File: src/hw/rtl/fsge_pkg.sv
`default_nettype none
// ----------------------------------------------------------------------------
// Falling sand grid engine package
// Request and result types, cell format and shared constants.
// ----------------------------------------------------------------------------
package fsge_pkg;

    // Default grid size.
    localparam int GRID_W_DEF = 64;
    localparam int GRID_H_DEF = 64;

    // Address width of one row bank at the default grid size.
    localparam int BANK_AW_DEF = $clog2(GRID_W_DEF) + $clog2(GRID_H_DEF) - 1;

    localparam int COLOR_W = 24;

    // Material modes. Any other code falls straight down only.
    localparam logic [1:0] MODE_SAND  = 2'd0;
    localparam logic [1:0] MODE_WATER = 2'd1;

    typedef enum logic [1:0] {
        REQ_TICK  = 2'd0,
        REQ_PLACE = 2'd1,
        REQ_CLEAR = 2'd2,
        REQ_READ  = 2'd3
    } t_req_type;

    typedef struct packed {
        t_req_type            req_type;
        logic [5:0]           pos_x;
        logic [5:0]           pos_y;
        logic [COLOR_W-1:0]   color;
    } t_req;

    typedef struct packed {
        logic                 cell_occupied;
        logic [COLOR_W-1:0]   cell_color;
    } t_rsp;

    // One stored cell. An empty cell is all zeros.
    typedef struct packed {
        logic                 occ;
        logic [COLOR_W-1:0]   color;
    } t_cell;

    // The particle being visited and the five cells around it: the current row and
    // the row below, one column to each side.
    typedef struct packed {
        t_cell left;
        t_cell cur;
        t_cell right;
        t_cell below_left;
        t_cell below;
        t_cell below_right;
    } t_nbhd;

    typedef struct packed {
        logic cur_ok;
        logic left_ok;
        logic right_ok;
        logic skip;
    } t_visit_ctl;

endpackage
`default_nettype wire

File: src/hw/rtl/fsge_mover.sv
`default_nettype none
// ----------------------------------------------------------------------------
// Falling sand particle mover
// Decides the move of one particle from its neighborhood and the material mode.
// ----------------------------------------------------------------------------
module fsge_mover
    import fsge_pkg::*;
(
    input  wire t_nbhd      i_nbhd,
    input  wire t_visit_ctl i_ctl,
    input  wire logic [1:0] i_mode,
    output t_nbhd           o_nbhd,
    output logic            o_moved_right
);

    logic visit;

    assign visit = i_ctl.cur_ok && i_nbhd.cur.occ && !i_ctl.skip;

    always_comb begin
        o_nbhd        = i_nbhd;
        o_moved_right = 1'b0;
        if (visit) begin
            if (!i_nbhd.below.occ) begin
                o_nbhd.below = i_nbhd.cur;
                o_nbhd.cur   = '0;
            end else begin
                case (i_mode)
                    MODE_SAND: begin
                        if (i_ctl.left_ok && !i_nbhd.below_left.occ) begin
                            o_nbhd.below_left = i_nbhd.cur;
                            o_nbhd.cur        = '0;
                        end else if (i_ctl.right_ok && !i_nbhd.below_right.occ) begin
                            o_nbhd.below_right = i_nbhd.cur;
                            o_nbhd.cur         = '0;
                        end
                    end
                    MODE_WATER: begin
                        if (i_ctl.left_ok && !i_nbhd.left.occ) begin
                            o_nbhd.left = i_nbhd.cur;
                            o_nbhd.cur  = '0;
                        end else if (i_ctl.right_ok && !i_nbhd.right.occ) begin
                            o_nbhd.right  = i_nbhd.cur;
                            o_nbhd.cur    = '0;
                            o_moved_right = 1'b1;
                        end
                    end
                    default: begin
                        // Straight fall only: a blocked particle stays.
                    end
                endcase
            end
        end
    end

endmodule
`default_nettype wire

File: config.mk
export PLATFORM = sky130hd
export DESIGN_NAME = fsge_mover
export DESIGN_NICKNAME = d
export VERILOG_FILES = /design/src/hw/rtl/fsge_pkg.sv /design/src/hw/rtl/fsge_mover.sv
export SDC_FILE = /design/constraint.sdc
export NUM_CORES = 1
export LEC_CHECK = 0
export BUFFER_PORTS_ARGS = -buffer_cell sky130_fd_sc_hd__buf_4
export CORE_AREA = 4 4 117 119
export DETAILED_ROUTE_END_ITERATION = 12
export DIE_AREA = 0 0 121 123
export GPL_ROUTABILITY_DRIVEN = 0
export SLEW_MARGIN = 30
export SYNTH_ARGS = -nofsm -noshare
export SYNTH_HDL_FRONTEND = slang
export SYNTH_SLANG_ARGS = --single-unit
File: constraint.sdc
create_clock -name vclk -period 1.9
set_input_delay 0.19 -clock vclk [all_inputs]
set_output_delay 0.19 -clock vclk [all_outputs]
set_load 0.005 [all_outputs]
==> qor.csv <==
metric;value;unit
final core occ;0.366;
Max Clock Freq;550;MHz
period utilization;0.956;
Combinational Power Share;1.000;
via count;3176;
core area;0.0126;sq mm
Area contributors post-synth;mux2_2 (66%), nand2_1 (9.3%), o31ai_1 (9.3%);
yosys warns;0;
global-route wire length before repair;19300;um
switch share;0.377;
die area;0.0149;sq mm
GRT met1 Usage;0.207;
PortBufs;307;
MaxCap Viol Count;0;
cell taking the most area after synthesis;mux2_2;
num rows;41;
Yosys cell types;22;
vias in the first global route;3271;
Overflow after GRT;0;
Setup Buffers After CTS;0;
CP top delay family;simple AND/OR/NAND/NOR gates;
final setup TNS;0;ns
CP Data Required Time;1.71;ns
maximum VDD drop;83.3;uV
Routed Antenna Nets;0;
unrepaired setup endpoints after global routing;false;
register area;0;sq um
leakage power;2.29;nW
drt initial violations;124;
internal power;0.583;mW
CP Launch Type;input pin;
min-delay src;i_nbhd[99];
post-place instance area;0.00460;sq mm
Critical Path Start;i_mode[1];
clock buffers;0;
DP Wirelength;11600;um
placed cell count;714;
Sequential Power Share;0;
n_diodes;0;
CP Cell Sequence;buf_4 > nand2b_1 > nor4b_4 > buf_12 > mux2_2 > buf_4;
XOR/XNOR share of the synthesized area;0;
Die W;121;um
Worst EP arrival;1.63;ns
Post-Synth Simple-Gate Area;0.163;
slew of the pin with the lowest slew margin;0.409;ns
area delta synth->final;128;%
Synth Instances;240;
most frequent CP cell;buf_4;
mapped cell area;0.00202;sq mm
DRT Pass-1 Iters;4;
grt met2 use;0.303;
clock share of power;0;
crit-path max FO;21;
Crit. End Element;output port;
syn nets;396;
Hold Path Class;input pin to output port;
largest family of logic cells by synthesized area;multiplexers;
Sw Pwr;0.353;mW
Setup-failing EPs final;0;
Finished Cell Area;0.00460;sq mm
Rel. slew slack;0.727;
busiest grt layer;met2;
Mapped Avg Cell Area;8.40;sq um
most frequent cells in the layout;buf_4 (318), mux2_2 (118), nand2_1 (50);
CP max-delay cell;nor4b_4;
post-synthesis compound-gate area fraction;0.112;
status;finished, final reports clean;
Power Total;0.936;mW
post_cts resized;0;
pin count of the biggest net entering global routing;27;
Non-Filler Instances;714;
pwr dens;203;mW/mm^2
max-slew violations;0;
share of the synthesized area in the top cell type;0.659;
Critical path buffers and inverters;3;
DR WL/cell;19.2;um
Initial Utilization;0.160;
Layout Nets;700;
Adder-Cell Fraction of Synth Area;0;
Ports;307;
vias per cell;4.45;
share of cells above drive strength 1;0.821;
Hold Buf Count CTS;0;
antenna violations before repair;0;
Post-Route WL;13700;um
Die Ht;123;um
Hold Violations, Final;0;
mux contribution to synthesized area;0.670;
global router's overall resource usage;0.164;
WHS;0.652;ns
CP Class;input pin to output port;
dpl ws;0.0908;ns
CP peak stage delay;0.38;ns
routing usage on met3;0.0320;
# DRC;0;
Tmin final;1.82;ns
FFs & Latches;0;
sequential share of the synthesized area;0;
final worst setup slack;0.0834;ns
commonest non-fill, non-tap cell in the layout;buf_4;
routing by layer:
metal,vias up,wire length [um]
met5,-,0
met1,1509,5140
met4,0,55
li1,1504,-
met2,159,7290
met3,4,1250
cell type report:
class                      count  area, sq um
multi-input combinational    219         1910
timing repair buffer         322         2470
inverter                       1         3.75
fill                        1302         7970
tap                          172          215
synthesized netlist by cell type:
cell type / n
o21bai_1: 2
a21oi_1: 1
o31ai_1: 25
mux2_1: 2
nand4_1: 1
nand2b_1: 6
nor4b_4: 1
inv_1: 1
and4b_1: 1
nor2b_1: 2
nor2_1: 3
nand3b_1: 2
nand2_1: 50
clkbuf_1: 8
a41o_1: 1
buf_2: 8
a21boi_1: 1
or2_2: 1
buf_6: 2
buf_4: 2
nand4b_1: 2
mux2_2: 118
power groups by stage:
stage / sequential (mW) / clock [mW] / combinational, mW
after floorplan: 0 / 0 / 0.272
after global placement: 0 / 0 / 0.925
after detailed placement: 0 / 0 / 0.937
after CTS: 0 / 0 / 0.942
after global routing: 0 / 0 / 1.00
final: 0 / 0 / 0.936
cells by family (layout without fill, tap and decap cells):
kind of cell	after synthesis	after routing
buffers and inverters	21	323
and+or+nand+nor	69	69
AOI/OAI and AO/OA	30	30
muxes	120	120
worst min-delay path, stage by stage:
cell and delay (ns):
buf_4 0.08, or2_2 0.09, buf_4 0.10
final timing paths:
path / endpoint / cells after the start / slack [ns]
min: o_nbhd[99] / 3 / 0.65
max: o_nbhd[84] / 6 / 0.08
Power figures use the tool's default switching activity.
